--- src/wsfe_pkg.sv ---
// ----------------------------------------------------------------------------
// wsfe_pkg
// Shared types, codes and helpers for the WebSocket frame encoder.
// ----------------------------------------------------------------------------
`default_nettype none
package wsfe_pkg;

	localparam int WSFE_QUEUE_DEPTH = 4;

	localparam logic [1:0] ST_OK       = 2'd0;
	localparam logic [1:0] ST_INVALID  = 2'd1;
	localparam logic [1:0] ST_NO_SPACE = 2'd2;
	localparam logic [1:0] ST_NO_FRAME = 2'd3;

	localparam logic       FUNC_START   = 1'b0;
	localparam logic       FUNC_PAYLOAD = 1'b1;

	localparam logic [3:0] OPC_DATA_MAX = 4'd2;
	localparam logic [3:0] OPC_CLOSE    = 4'd8;
	localparam logic [3:0] OPC_PONG     = 4'd10;

	localparam logic [63:0] LEN_CTRL_MAX  = 64'd125;
	localparam logic [6:0]  LEN_CODE_16   = 7'd126;
	localparam logic [6:0]  LEN_CODE_64   = 7'd127;

	typedef enum logic {
		CMD_SINGLE,
		CMD_HEADER
	} cmd_kind_t;

	typedef enum logic [1:0] {
		LEN_SHORT,
		LEN_16,
		LEN_64
	} len_form_t;

	typedef struct packed {
		cmd_kind_t   kind;
		len_form_t   len_form;
		logic [3:0]  hdr_last;
		logic [7:0]  byte0;
		logic [7:0]  byte1;
		logic [63:0] len;
		logic [31:0] key;
		logic        byte_valid;
		logic [1:0]  status;
		logic        done;
	} cmd_t;

	function automatic logic [7:0] key_byte(input logic [31:0] key, input logic [1:0] idx);
		logic [7:0] b;
		case (idx)
			2'd0: b = key[31:24];
			2'd1: b = key[23:16];
			2'd2: b = key[15:8];
			default: b = key[7:0];
		endcase
		return b;
	endfunction

	function automatic logic [7:0] len_byte(input logic [63:0] len, input logic [2:0] idx);
		return len[{~idx, 3'b000} +: 8];
	endfunction

endpackage
`default_nettype wire

--- src/wsfe_front.sv ---
// ----------------------------------------------------------------------------
// wsfe_front
// Accepts items, checks frame requests, tracks the open frame and masks
// payload bytes; hands one command per item to the queue.
// ----------------------------------------------------------------------------
`default_nettype none
module wsfe_front import wsfe_pkg::*; (
	input  wire logic        clk,
	input  wire logic        arst_n,
	input  wire logic        accept,
	input  wire logic        func,
	input  wire logic [3:0]  opcode,
	input  wire logic        fin_flag,
	input  wire logic [63:0] payload_length,
	input  wire logic        mask_enable,
	input  wire logic [31:0] mask_key,
	input  wire logic [63:0] out_room,
	input  wire logic [7:0]  data_byte,
	output cmd_t             cmd
);

	logic        frame_open_q;
	logic [63:0] remaining_q;
	logic [31:0] key_q;
	logic        mask_on_q;
	logic [1:0]  phase_q;

	logic        valid_op, control, bad_req, no_space, is_short, is_16;
	logic [3:0]  hdr_len;
	logic [64:0] total;
	logic        last_payload;

	always_comb begin
		valid_op = (opcode <= OPC_DATA_MAX) || (opcode >= OPC_CLOSE && opcode <= OPC_PONG);
		control  = opcode >= OPC_CLOSE && opcode <= OPC_PONG;
		bad_req  = !valid_op || (control && (!fin_flag || payload_length > LEN_CTRL_MAX));
		is_short = payload_length < 64'd126;
		is_16    = !is_short && (payload_length[63:16] == 48'd0);
		hdr_len  = 4'd2 + (is_short ? 4'd0 : (is_16 ? 4'd2 : 4'd8)) + (mask_enable ? 4'd4 : 4'd0);
		total    = {1'b0, payload_length} + {61'd0, hdr_len};
		no_space = total[64] || (out_room < total[63:0]);
		last_payload = remaining_q == 64'd1;

		cmd = '0;
		cmd.kind = CMD_SINGLE;
		cmd.len_form = LEN_SHORT;
		if (func == FUNC_PAYLOAD) begin
			cmd.status = frame_open_q ? ST_OK : ST_NO_FRAME;
			if (frame_open_q) begin
				cmd.byte0      = data_byte ^ (mask_on_q ? key_byte(key_q, phase_q) : 8'd0);
				cmd.byte_valid = 1'b1;
				cmd.done       = last_payload;
			end
		end else if (bad_req) begin
			cmd.status = ST_INVALID;
		end else if (no_space) begin
			cmd.status = ST_NO_SPACE;
		end else begin
			cmd.kind     = CMD_HEADER;
			cmd.status   = ST_OK;
			cmd.hdr_last = hdr_len - 4'd1;
			cmd.byte0    = {fin_flag, 3'b000, opcode};
			cmd.len      = payload_length;
			cmd.key      = mask_key;
			cmd.done     = payload_length == 64'd0;
			if (is_short) begin
				cmd.len_form = LEN_SHORT;
				cmd.byte1    = {mask_enable, payload_length[6:0]};
			end else if (is_16) begin
				cmd.len_form = LEN_16;
				cmd.byte1    = {mask_enable, LEN_CODE_16};
			end else begin
				cmd.len_form = LEN_64;
				cmd.byte1    = {mask_enable, LEN_CODE_64};
			end
			cmd.byte_valid = 1'b1;
		end
	end

	always_ff @(posedge clk or negedge arst_n) begin
		if (!arst_n) begin
			frame_open_q <= 1'b0;
			remaining_q  <= '0;
			key_q        <= '0;
			mask_on_q    <= 1'b0;
			phase_q      <= '0;
		end else if (accept) begin
			if (func == FUNC_PAYLOAD) begin
				if (frame_open_q) begin
					phase_q     <= phase_q + 2'd1;
					remaining_q <= remaining_q - 64'd1;
					if (last_payload)
						frame_open_q <= 1'b0;
				end
			end else if (bad_req || no_space) begin
				frame_open_q <= 1'b0;
				remaining_q  <= '0;
			end else begin
				frame_open_q <= payload_length != 64'd0;
				remaining_q  <= payload_length;
				key_q        <= mask_key;
				mask_on_q    <= mask_enable;
				phase_q      <= '0;
			end
		end
	end

endmodule
`default_nettype wire

--- src/wsfe_queue.sv ---
// ----------------------------------------------------------------------------
// wsfe_queue
// Short command queue between the front and back parts.
// ----------------------------------------------------------------------------
`default_nettype none
module wsfe_queue import wsfe_pkg::*; #(
	parameter int Depth = WSFE_QUEUE_DEPTH
) (
	input  wire logic clk,
	input  wire logic arst_n,
	input  wire logic push,
	input  wire cmd_t push_cmd,
	output logic      full,
	input  wire logic pop,
	output logic      head_valid,
	output cmd_t      head_cmd
);

	localparam int PtrW = $clog2(Depth);
	localparam int CntW = $clog2(Depth + 1);
	localparam logic [PtrW-1:0] LastIdx = PtrW'(Depth - 1);
	localparam logic [CntW-1:0] Full    = CntW'(Depth);

	cmd_t            entries_q [Depth];
	logic [PtrW-1:0] wr_q, rd_q;
	logic [CntW-1:0] count_q;

	assign full       = count_q == Full;
	assign head_valid = count_q != '0;
	assign head_cmd   = entries_q[rd_q];

	always_ff @(posedge clk) begin
		if (push)
			entries_q[wr_q] <= push_cmd;
	end

	always_ff @(posedge clk or negedge arst_n) begin
		if (!arst_n) begin
			wr_q    <= '0;
			rd_q    <= '0;
			count_q <= '0;
		end else begin
			if (push)
				wr_q <= (wr_q == LastIdx) ? '0 : wr_q + 1'b1;
			if (pop)
				rd_q <= (rd_q == LastIdx) ? '0 : rd_q + 1'b1;
			if (push && !pop)
				count_q <= count_q + 1'b1;
			else if (pop && !push)
				count_q <= count_q - 1'b1;
		end
	end

endmodule
`default_nettype wire

--- src/wsfe_back.sv ---
// ----------------------------------------------------------------------------
// wsfe_back
// Expands queued commands into result items, one per cycle while the
// output is not stalled, through an output register.
// ----------------------------------------------------------------------------
`default_nettype none
module wsfe_back import wsfe_pkg::*; (
	input  wire logic  clk,
	input  wire logic  arst_n,
	input  wire logic  head_valid,
	input  wire cmd_t  head_cmd,
	output logic       pop,
	output logic       out_valid,
	input  wire logic  out_stall,
	output logic [7:0] out_byte,
	output logic       byte_valid,
	output logic [1:0] status,
	output logic       last,
	output logic       frame_done
);

	logic [3:0] idx_q;
	logic       valid_q;
	logic       load, hdr_end;
	logic [3:0] j;
	logic [7:0] hdr_byte;

	assign load    = head_valid && (!valid_q || !out_stall);
	assign hdr_end = idx_q == head_cmd.hdr_last;
	assign pop     = load && (head_cmd.kind == CMD_SINGLE || hdr_end);
	assign out_valid = valid_q;

	always_comb begin
		j = idx_q - 4'd2;
		if (idx_q == 4'd0) begin
			hdr_byte = head_cmd.byte0;
		end else if (idx_q == 4'd1) begin
			hdr_byte = head_cmd.byte1;
		end else begin
			case (head_cmd.len_form)
				LEN_16: begin
					if (j < 4'd2)
						hdr_byte = j[0] ? head_cmd.len[7:0] : head_cmd.len[15:8];
					else
						hdr_byte = key_byte(head_cmd.key, j[1:0] + 2'd2);
				end
				LEN_64: begin
					if (j < 4'd8)
						hdr_byte = len_byte(head_cmd.len, j[2:0]);
					else
						hdr_byte = key_byte(head_cmd.key, j[1:0]);
				end
				default: hdr_byte = key_byte(head_cmd.key, j[1:0]);
			endcase
		end
	end

	always_ff @(posedge clk or negedge arst_n) begin
		if (!arst_n) begin
			valid_q <= 1'b0;
			idx_q   <= '0;
		end else begin
			if (load)
				valid_q <= 1'b1;
			else if (!out_stall)
				valid_q <= 1'b0;
			if (load && head_cmd.kind == CMD_HEADER)
				idx_q <= hdr_end ? 4'd0 : idx_q + 4'd1;
		end
	end

	always_ff @(posedge clk) begin
		if (load) begin
			byte_valid <= head_cmd.byte_valid;
			status     <= head_cmd.status;
			if (head_cmd.kind == CMD_SINGLE) begin
				out_byte   <= head_cmd.byte0;
				last       <= 1'b1;
				frame_done <= head_cmd.done;
			end else begin
				out_byte   <= hdr_byte;
				last       <= hdr_end;
				frame_done <= hdr_end && head_cmd.done;
			end
		end
	end

endmodule
`default_nettype wire

--- src/websocket_frame_encoder_unit.sv ---
// ----------------------------------------------------------------------------
// websocket_frame_encoder_unit
// WebSocket base-framing encoder: header burst per accepted start item, one
// byte, masked if enabled, per payload item.
// ----------------------------------------------------------------------------
// Items are taken at one per cycle while the command queue has room. A
// payload item, a rejected start or a stray payload gives one result item;
// an accepted start gives its 2 to 14 header bytes, one per unstalled cycle,
// from the back part's byte counter. Sustained rate is one result per cycle
// while the output is not stalled; input stalls only when QUEUE_DEPTH
// commands wait behind a header burst or a stalled output.
`default_nettype none
module websocket_frame_encoder_unit import wsfe_pkg::*; #(
	parameter int QUEUE_DEPTH = WSFE_QUEUE_DEPTH
) (
	input  wire logic        clk,
	input  wire logic        arst_n,
	input  wire logic        in_valid,
	output logic             in_stall,
	input  wire logic        func,
	input  wire logic [3:0]  opcode,
	input  wire logic        fin_flag,
	input  wire logic [63:0] payload_length,
	input  wire logic        mask_enable,
	input  wire logic [31:0] mask_key,
	input  wire logic [63:0] out_room,
	input  wire logic [7:0]  data_byte,
	output logic             out_valid,
	input  wire logic        out_stall,
	output logic [7:0]       out_byte,
	output logic             byte_valid,
	output logic [1:0]       status,
	output logic             last,
	output logic             frame_done
);

	logic accept, full, pop, head_valid;
	cmd_t cmd, head_cmd;

	assign in_stall = full;
	assign accept   = in_valid && !full;

	wsfe_front u_front (
		.clk, .arst_n, .accept,
		.func, .opcode, .fin_flag, .payload_length,
		.mask_enable, .mask_key, .out_room, .data_byte,
		.cmd
	);

	wsfe_queue #(.Depth(QUEUE_DEPTH)) u_queue (
		.clk, .arst_n,
		.push(accept), .push_cmd(cmd), .full,
		.pop, .head_valid, .head_cmd
	);

	wsfe_back u_back (
		.clk, .arst_n, .head_valid, .head_cmd, .pop,
		.out_valid, .out_stall,
		.out_byte, .byte_valid, .status, .last, .frame_done
	);

endmodule
`default_nettype wire

--- config.mk ---
export PLATFORM = sky130hd
export DESIGN_NAME = websocket_frame_encoder_unit
export DESIGN_NICKNAME = d
export VERILOG_FILES = /design/src/wsfe_pkg.sv /design/src/wsfe_front.sv /design/src/wsfe_queue.sv /design/src/wsfe_back.sv /design/src/websocket_frame_encoder_unit.sv
export SDC_FILE = /design/constraint.sdc
export NUM_CORES = 1
export LEC_CHECK = 0
export BUFFER_PORTS_ARGS = -buffer_cell sky130_fd_sc_hd__buf_2
export CAP_MARGIN = 30
export CORE_MARGIN = 3
export CORE_UTILIZATION = 55
export CTS_BUF_LIST = sky130_fd_sc_hd__clkbuf_4 sky130_fd_sc_hd__clkbuf_8
export DETAILED_ROUTE_END_ITERATION = 16
export HOLD_SLACK_MARGIN = 0.1
export PLACE_DENSITY_LB_ADDON = 0.08
export REMOVE_ABC_BUFFERS = 1
export SYNTH_ARGS = -nofsm -noshare
export SYNTH_HDL_FRONTEND = slang
export SYNTH_HIERARCHICAL = 1
export SYNTH_SLANG_ARGS = --single-unit
--- constraint.sdc ---
create_clock -name clk -period 8.1 [get_ports clk]
set_input_delay 1.62 -clock clk [delete_from_list [all_inputs] [get_ports clk]]
set_output_delay 1.62 -clock clk [all_outputs]
set_load 0.01 [all_outputs]
==> results of run 1 <==
==> state kept, by name, indices dropped and copies added (netlist names), 2 cells and up <==
name / flops
u_front/remaining_q: 64
u_queue/rd_q: 2
u_queue/wr_q: 2
u_queue/count_q: 3
u_front/phase_q: 2
u_queue/entries_q: 492
u_back/idx_q: 4
u_back/out_byte: 8
u_back/status: 2
u_front/key_q: 32
==> kinds of logic (layout without fill, tap and decap cells) <==
group           after synthesis  after routing  share of synthesized area
flops                       617            617                      0.596
buf+inv                     187            532                     0.0282
simple gates                610            610                      0.103
compound gates              371            371                     0.0821
mux                         227            227                      0.129
other cells                   0              1                          0
xor+xnor                     80             80                     0.0235
fa+ha+maj                    91             91                     0.0383
==> path summary, 6_finish.rpt <==
check,startpoint,end,depth (start not counted)
max,payload_length[13],u_front/key_q[20],31
min,u_queue/count_q[2],u_queue/count_q[2],1
max reg2reg,u_queue/rd_q[0],u_queue/count_q[1],11
min reg2reg,u_queue/count_q[2],u_queue/count_q[2],1
max in group asynchronous,arst_n,u_front/remaining_q[43],2
min in group asynchronous,arst_n,u_front/remaining_q[54],1
==> critical path, delay by kind of cell <==
kind                     cells  cell delay (ns)
AO/OA/AOI/OAI                4             0.79
multiplexers                 1             0.30
AND/OR/NAND/NOR             14             3.14
adder cells (fa/ha/maj)      3             0.98
buffers and inverters        8             1.15
XOR/XNOR                     1             0.16
==> area by class of cell <==
class | count | area, µm²
Tap cell | 696 | 871
Sequential cell | 617 | 18000
Clock buffer | 144 | 1800
Inverter | 54 | 203
Timing Repair Buffer | 290 | 1830
Multi-Input combinational cell | 1379 | 11400
Fill cell | 4087 | 19600
Antenna cell | 1 | 2.50
Clock inverter | 44 | 340
==> report_power, final <==
part | switching [µW] | total (µW) | internal [µW]
combinational | 2180 | 3800 | 1620
sequential | 476 | 4830 | 4360
clock | 1250 | 2820 | 1570
total | 3900 | 11500 | 7550
==> per-stage QoR <==
stage / setup TNS (ns) / setup slack (ns) / area [µm²] / hold WS, ns / instances
2_1_floorplan: -323.56 / -1.66 / 29500 / 0.449 / 2050
3_3_place_gp: -0.831 / -0.0283 / 32200 / 0.466 / 3035
3_5_place_dp: -3.38 / -0.0877 / 32200 / 0.481 / 3036
4_1_cts: 0 / 0.614 / 34400 / 0.491 / 3224
5_1_grt: 0 / 0.0959 / 34400 / 0.510 / 3225
6_report: 0 / 0.460 / 34400 / 0.483 / 3225
==> cells in the mapped netlist, drive strengths merged, types with 5 or more instances <==
cell / number
mux4: 123
a22oi: 47
o21a: 7
a31oi: 5
nor4: 34
a222oi: 16
nor3: 40
nand3: 55
buf: 49
and4: 6
or3: 23
a311oi: 7
inv: 54
or4: 12
o21ai: 115
a21oi: 68
or2: 6
nor2b: 11
mux2i: 50
nor2: 110
and3: 89
xor2: 48
a31o: 10
nand2b: 9
a2bb2oi: 17
nand2: 163
a21o: 13
and2: 11
mux2: 54
o31ai: 6
clkbuf: 84
a32oi: 6
nand4: 31
ha: 89
xnor2: 32
o211ai: 13
o221a: 5
edfxtp: 505
dfrtp: 112
==> per-layer routing <==
metal,track usage,routed length [µm]
met1,0.406,34300
met2,0.457,39400
met3,0.0524,6540
met4,0.136,3810
met5,0,13
==> flow_summary_export.csv, run 1 <==
group,metric,value,unit
clock_tree,clkLatencyLatePin,0.70,ns
drt,viasPerCell,6.29,
drt,totalWireLength,84000,µm
yosys,postSynth.asyncResetShare,0.182,
power,power,11500,µW
clock_tree,cts_made_buffers,100,
clock_tree,clock_sink_count,617,
cells_and_area,nets,2712,
global_route,grt_pass1_vias,20000,
yosys,synth-seq-area-share,0.596,
cells_and_area,layout-area-overhead-vs-synth,14.1,%
clock_tree,cts_stage_hold_buffer_count,0,
clock_tree,cts_tree,"yes",
yosys,yosys_register_bits,617,
yosys,yosys.area.top_type,"sky130_fd_sc_hd__edfxtp_1",
yosys,mappedNetlistArea,0.0301,mm²
sta,final.period_utilization,0.943,
worst_setup_path,timing.reg2reg.setup_slack,3.89,ns
sta,max_slew_margin,0.328,
yosys,synth.distinct_cells,77,
cells_and_area,most_common_cell_after_layout_fill_and_taps_aside,"sky130_fd_sc_hd__edfxtp_1",
worst_setup_path,critical_path_peak_fanout,33,
placement,place_congestion,0.919,
global_route,grt_usage,0.293,
sta,setup_viol,0,
global_route,grt_max_degree,96,
drt,number_of_routed_nets_with_antenna_violations,0,
worst_setup_path,slowest_stage,"sky130_fd_sc_hd__or4_1",
floorplanning,fp-row-count,85,
cells_and_area,layout.core_utilization,0.637,
global_route,antenna_found_initial,2,
sta,maxClockFrequency,131,MHz
global_route,grt_first_pass_wirelength,125000,µm
power,peakVddDrop,0.000208,V
worst_setup_path,worst-endpoint-required,8.65,ns
worst_setup_path,kind_of_end_point_of_the_critical_path,"flop",
yosys,synthFlopType,"sky130_fd_sc_hd__edfxtp_1",
sta,worst_clock_skew,0.0428,ns
yosys,postSynthCellCount,2183,
worst_setup_path,setup.worst_path.class,"input pin to flop",
status,run_status,"finished, final reports clean",
worst_setup_path,stage_delay_of_the_slowest_cell_on_the_critical_path,0.52,ns
worst_setup_path,crit_arrival,8.19,ns
drt,route.detailed.wl_per_inst,26.1,µm
sta,final_hold_viol_count,0,
clock_tree,clock_path_buffers,3,
yosys,netlist.area_leader.share,0.503,
floorplanning,die_h,240,µm
floorplanning,design.core.area,0.0540,mm²
min_path,worstHoldPathType,"flop to flop",
clock_tree,htree_num_levels,3,
power,leak_pwr,0.0124,µW
placement,port_buffers,193,
placement,hpwl_dp,57400,µm
worst_setup_path,critical-path-top-cell-by-count,"sky130_fd_sc_hd__buf_4",
cells_and_area,layout_common_cells,"sky130_fd_sc_hd__edfxtp_1, sky130_fd_sc_hd__buf_2, sky130_fd_sc_hd__nand2_1, sky130_fd_sc_hd__mux4_2, sky130_fd_sc_hd__clkbuf_8",
floorplanning,floorplan.die.width,240,µm
yosys,synth_edf_count,505,
drt,detailedRoute.firstIterationViolations,2146,
clock_tree,number_of_buffers_inserted_by_post_cts_setup_repair,0,
global_route,grt_remaining_overflow,0,
worst_setup_path,setup.worst_path.start_class,"input pin",
run,cap_viol_max_count,0,
sta,final-max-slew-violation-count,0,
drt,remaining_drc_errors,0,
cells_and_area,drive_above_1_share,0.270,
sta,min_period,7.64,ns
clock_tree,cts_root_buffer,"sky130_fd_sc_hd__clkbuf_8",
clock_tree,ctsResizeCount,0,
floorplanning,start_util,0.558,
floorplanning,dieArea,0.0576,mm²
drt,via_count,20300,
clock_tree,clk_transition_reported_paths,0.06,ns
sta,rsz_0062_raised_after_global_routing,"no",
yosys,synthesis.area_per_instance,13.8,µm²
power,p_per_area,333,mW/mm²
drt,first_pass_iters,6,
yosys,area_contributors_post_synth,"sky130_fd_sc_hd__edfxtp_1, sky130_fd_sc_hd__dfrtp_1, sky130_fd_sc_hd__mux4_2",
sta,worst_pin_slew,1.01,ns
floorplanning,pin_count,194,
yosys,yosys_warnings,6,
No activity file was read; power rests on OpenSTA's default activity.
==> inputs of run 2 (changes only) <==
--- a/config.mk
+++ b/config.mk
@@ -5,7 +5,7 @@
 export SDC_FILE = /design/constraint.sdc
 export NUM_CORES = 1
 export LEC_CHECK = 0
-export BUFFER_PORTS_ARGS = -buffer_cell sky130_fd_sc_hd__buf_2
+export BUFFER_PORTS_ARGS = -buffer_cell sky130_fd_sc_hd__buf_4
 export CAP_MARGIN = 30
 export CORE_MARGIN = 3
 export CORE_UTILIZATION = 55
@@ -16,5 +16,4 @@
 export REMOVE_ABC_BUFFERS = 1
 export SYNTH_ARGS = -nofsm -noshare
 export SYNTH_HDL_FRONTEND = slang
-export SYNTH_HIERARCHICAL = 1
 export SYNTH_SLANG_ARGS = --single-unit
==> run 2 against run 1 <==
Register-to-register slack is essentially flat. Worst hold slack improved by 0.026 ns. Die area shrank 1.8%. Global-route usage is 1.0 points lower. Fmax is 2.7% lower. Clock power about the same. Non-clock buffer count down 48. Wire length fell by 5.1%. Sequential share of layout area fell by 0.12 points. Worst setup slack got worse by 0.21 ns. Area after synthesis down 1.8%. Critical endpoint is now u_queue.entries_q[0][111].
==> flow_summary_export.csv, run 2 <==
group,metric,value,unit
worst_setup_path,setup.worst_path.start_class,"input pin",
yosys,synth.distinct_cells,76,
yosys,synth_adder_area_share,0.0381,
global_route,grt_max_degree,89,
worst_setup_path,kind_of_end_point_of_the_critical_path,"flop",
drt,number_of_routed_nets_with_antenna_violations,0,
placement,hpwl_dp,53000,µm
sta,final-max-slew-violation-count,0,
global_route,grt_first_pass_wirelength,122000,µm
power,p_per_area,327,mW/mm²
run,cap_viol_max_count,0,
clock_tree,cts_tree,"yes",
power,leak_pwr,0.0119,µW
yosys,yosys.area_share.simple,0.122,
global_route,antenna_found_initial,1,
cells_and_area,n_antenna_cell,0,
drt,via_count,20100,
sta,rsz_0062_raised_after_global_routing,"no",
clock_tree,cts_made_buffers,98,
floorplanning,start_util,0.560,
cells_and_area,layout.core_utilization,0.643,
worst_setup_path,stage_delay_of_the_slowest_cell_on_the_critical_path,0.64,ns
worst_setup_path,setup.worst_path.start,"payload_length[27]",
drt,remaining_drc_errors,0,
floorplanning,design.core.area,0.0529,mm²
min_path,hold_path_startpoint,"u_front.key_q[5]",
power,peakVddDrop,0.000284,V
worst_setup_path,worst-endpoint-required,8.56,ns
yosys,yosys.area_share.xor_xnor,0.0234,
yosys,synth.most_common_cell,"sky130_fd_sc_hd__edfxtp_1",
placement,port_buffers,193,
worst_setup_path,critical-path-top-cell-by-count,"sky130_fd_sc_hd__nor4_1",
sta,max_slew_margin,0.339,
yosys,synth_top_family_by_area,"simple AND/OR/NAND/NOR gates",
sta,min_period,7.85,ns
floorplanning,dieArea,0.0566,mm²
yosys,yosys_warnings,0,
cells_and_area,most_common_cell_after_layout_fill_and_taps_aside,"sky130_fd_sc_hd__edfxtp_1",
clock_tree,cts_stage_hold_buffer_count,0,
placement,preCtsSetupSlack,-0.292,ns
sta,worst_clock_skew,0.0354,ns
worst_setup_path,reg2reg_from,"u_back.idx_q[1]",
clock_tree,clk_transition_reported_paths,0.06,ns
placement,place_congestion,0.913,
sta,final_hold_viol_count,0,
yosys,synthFlopType,"sky130_fd_sc_hd__edfxtp_1",
yosys,synth.mux.area_fraction,0.116,
cells_and_area,largest_register_ff_count,484,
yosys,postSynth.asyncResetShare,0.184,
sta,worst_pin_slew,0.992,ns
clock_tree,cts_root_buffer,"sky130_fd_sc_hd__clkbuf_8",
cells_and_area,layout_common_cells,"sky130_fd_sc_hd__edfxtp_1, sky130_fd_sc_hd__buf_4, sky130_fd_sc_hd__nand2_1, sky130_fd_sc_hd__clkbuf_8, sky130_fd_sc_hd__mux4_2",
yosys,synth_edf_count,497,
yosys,synthesis.area_per_instance,13.6,µm²
yosys,synth_compound_area_frac,0.0813,
sta,timing.final.ws_setup,0.251,ns
global_route,grt_remaining_overflow,0,
worst_setup_path,slowest_stage,"sky130_fd_sc_hd__nor4_1",
clock_tree,clock_sink_count,609,
worst_setup_path,crit_arrival,8.31,ns
drt,first_pass_iters,8,
clock_tree,clock_path_buffers,3,
cells_and_area,registers.top_by_ff_count,"u_queue.entries_q",
yosys,yosys_register_bits,609,
sta,setup_viol,0,
floorplanning,pin_count,194,
drt,viasPerCell,6.34,
worst_setup_path,setup.worst_path.class,"input pin to flop",
worst_setup_path,critical_path_peak_fanout,60,
cells_and_area,nets,2658,
sta,maxClockFrequency,127,MHz
status,run_status,"finished, final reports clean",
yosys,synth_top_cells_by_count,"sky130_fd_sc_hd__edfxtp_1, sky130_fd_sc_hd__nand2_1, sky130_fd_sc_hd__mux4_2",
min_path,worstHoldPathType,"flop to flop",
clock_tree,number_of_buffers_inserted_by_post_cts_setup_repair,0,
yosys,synth-seq-area-share,0.599,
floorplanning,floorplan.die.width,238,µm
sta,final.period_utilization,0.969,
clock_tree,clkLatencyLatePin,0.69,ns
cells_and_area,drive_above_1_share,0.252,
cells_and_area,layout-area-overhead-vs-synth,14.9,%
drt,detailedRoute.firstIterationViolations,1797,
global_route,grt_usage,0.283,
floorplanning,die_h,238,µm
yosys,mappedNetlistArea,0.0296,mm²
yosys,area_contributors_post_synth,"sky130_fd_sc_hd__edfxtp_1, sky130_fd_sc_hd__dfrtp_1, sky130_fd_sc_hd__mux4_2",
yosys,postSynthCellCount,2168,
floorplanning,fp-row-count,84,
global_route,grt_pass1_vias,19900,
yosys,netlist.area_leader.share,0.504,
power,power,11100,µW
drt,route.detailed.wl_per_inst,25.2,µm
clock_tree,htree_num_levels,3,
drt,totalWireLength,79700,µm
cells_and_area,biggest_registers_after_layout,"u_queue.entries_q x484, u_front.remaining_q x64, u_front.key_q x32",
yosys,yosys.area.top_type,"sky130_fd_sc_hd__edfxtp_1",
## run 2: layout make-up
class | count | area (µm²)
repair buffers | 242 | 1920
flip-flops and latches | 609 | 17700
clock inverters | 26 | 198
fillers | 3954 | 18900
multi-input cells | 1411 | 11300
clock buffers | 159 | 1910
inverters | 28 | 105
well taps | 688 | 861
## run 2: critical path: cells and delay by family
| family | cells | cell delay, ns |
|---|---|---|
| adders and majority gates | 3 | 0.78 |
| and+or+nand+nor | 14 | 3.74 |
| buffers and inverters | 5 | 0.86 |
| xor gates and xnor gates | 2 | 0.27 |
| AOI/OAI and AO/OA | 3 | 0.97 |
## run 2: path summary, 6_finish.rpt
kind                                        endpoint  depth (start not counted)  slack, ns
max                        u_queue.entries_q[0][111]                         27       0.25
min                                 u_front.key_q[5]                          1       0.51
max reg2reg                       u_back.out_byte[5]                          8       3.88
min reg2reg                         u_front.key_q[5]                          1       0.51
max in group asynchronous    u_front.remaining_q[12]                          3       5.99
min in group asynchronous          u_front.key_q[12]                          1       0.97
## run 2: metal layers
| metal | vias up | routed length [µm] | global-route usage | part of all wire |
|---|---|---|---|---|
| li1 | 8897 | - | - | - |
| met1 | 10200 | 33700 | 0.401 | 0.42 |
| met2 | 846 | 38400 | 0.452 | 0.48 |
| met3 | 141 | 5280 | 0.0439 | 0.066 |
| met4 | 0 | 2340 | 0.102 | 0.029 |
| met5 | - | 0 | 0 | 0 |
## run 2: stage by stage
step	instances	TNS, ns	cell area [µm²]	hold WS [ns]
after floorplan	2048	-159.65	29100	0.456
after global placement	2976	-34.52	31800	0.478
after detailed placement	2978	-109.89	31900	0.497
after CTS	3163	0	34000	0.511
after global routing	3163	0	34000	0.523
final	3163	0	34000	0.510
## run 2: cell families after synthesis
kind of cell	Yosys count
buf+inv	148
simple gates	695
xor+xnor	79
mux	194
flops	609
compound gates	354
fa+ha+maj	89
## run 2: repair_timing
item                                   in CTS  in global routing
gates resized for setup                     0                  1
endpoints found under the hold margin       0                  0
setup endpoints to repair                   0                  4
## run 2: power by group
group | internal [µW] | total (µW) | switching (µW) | leakage, µW
Sequential | 4320 | 4750 | 435 | 0.00554
Combinational | 1530 | 3580 | 2050 | 0.00518
Clock | 1560 | 2790 | 1230 | 0.00114
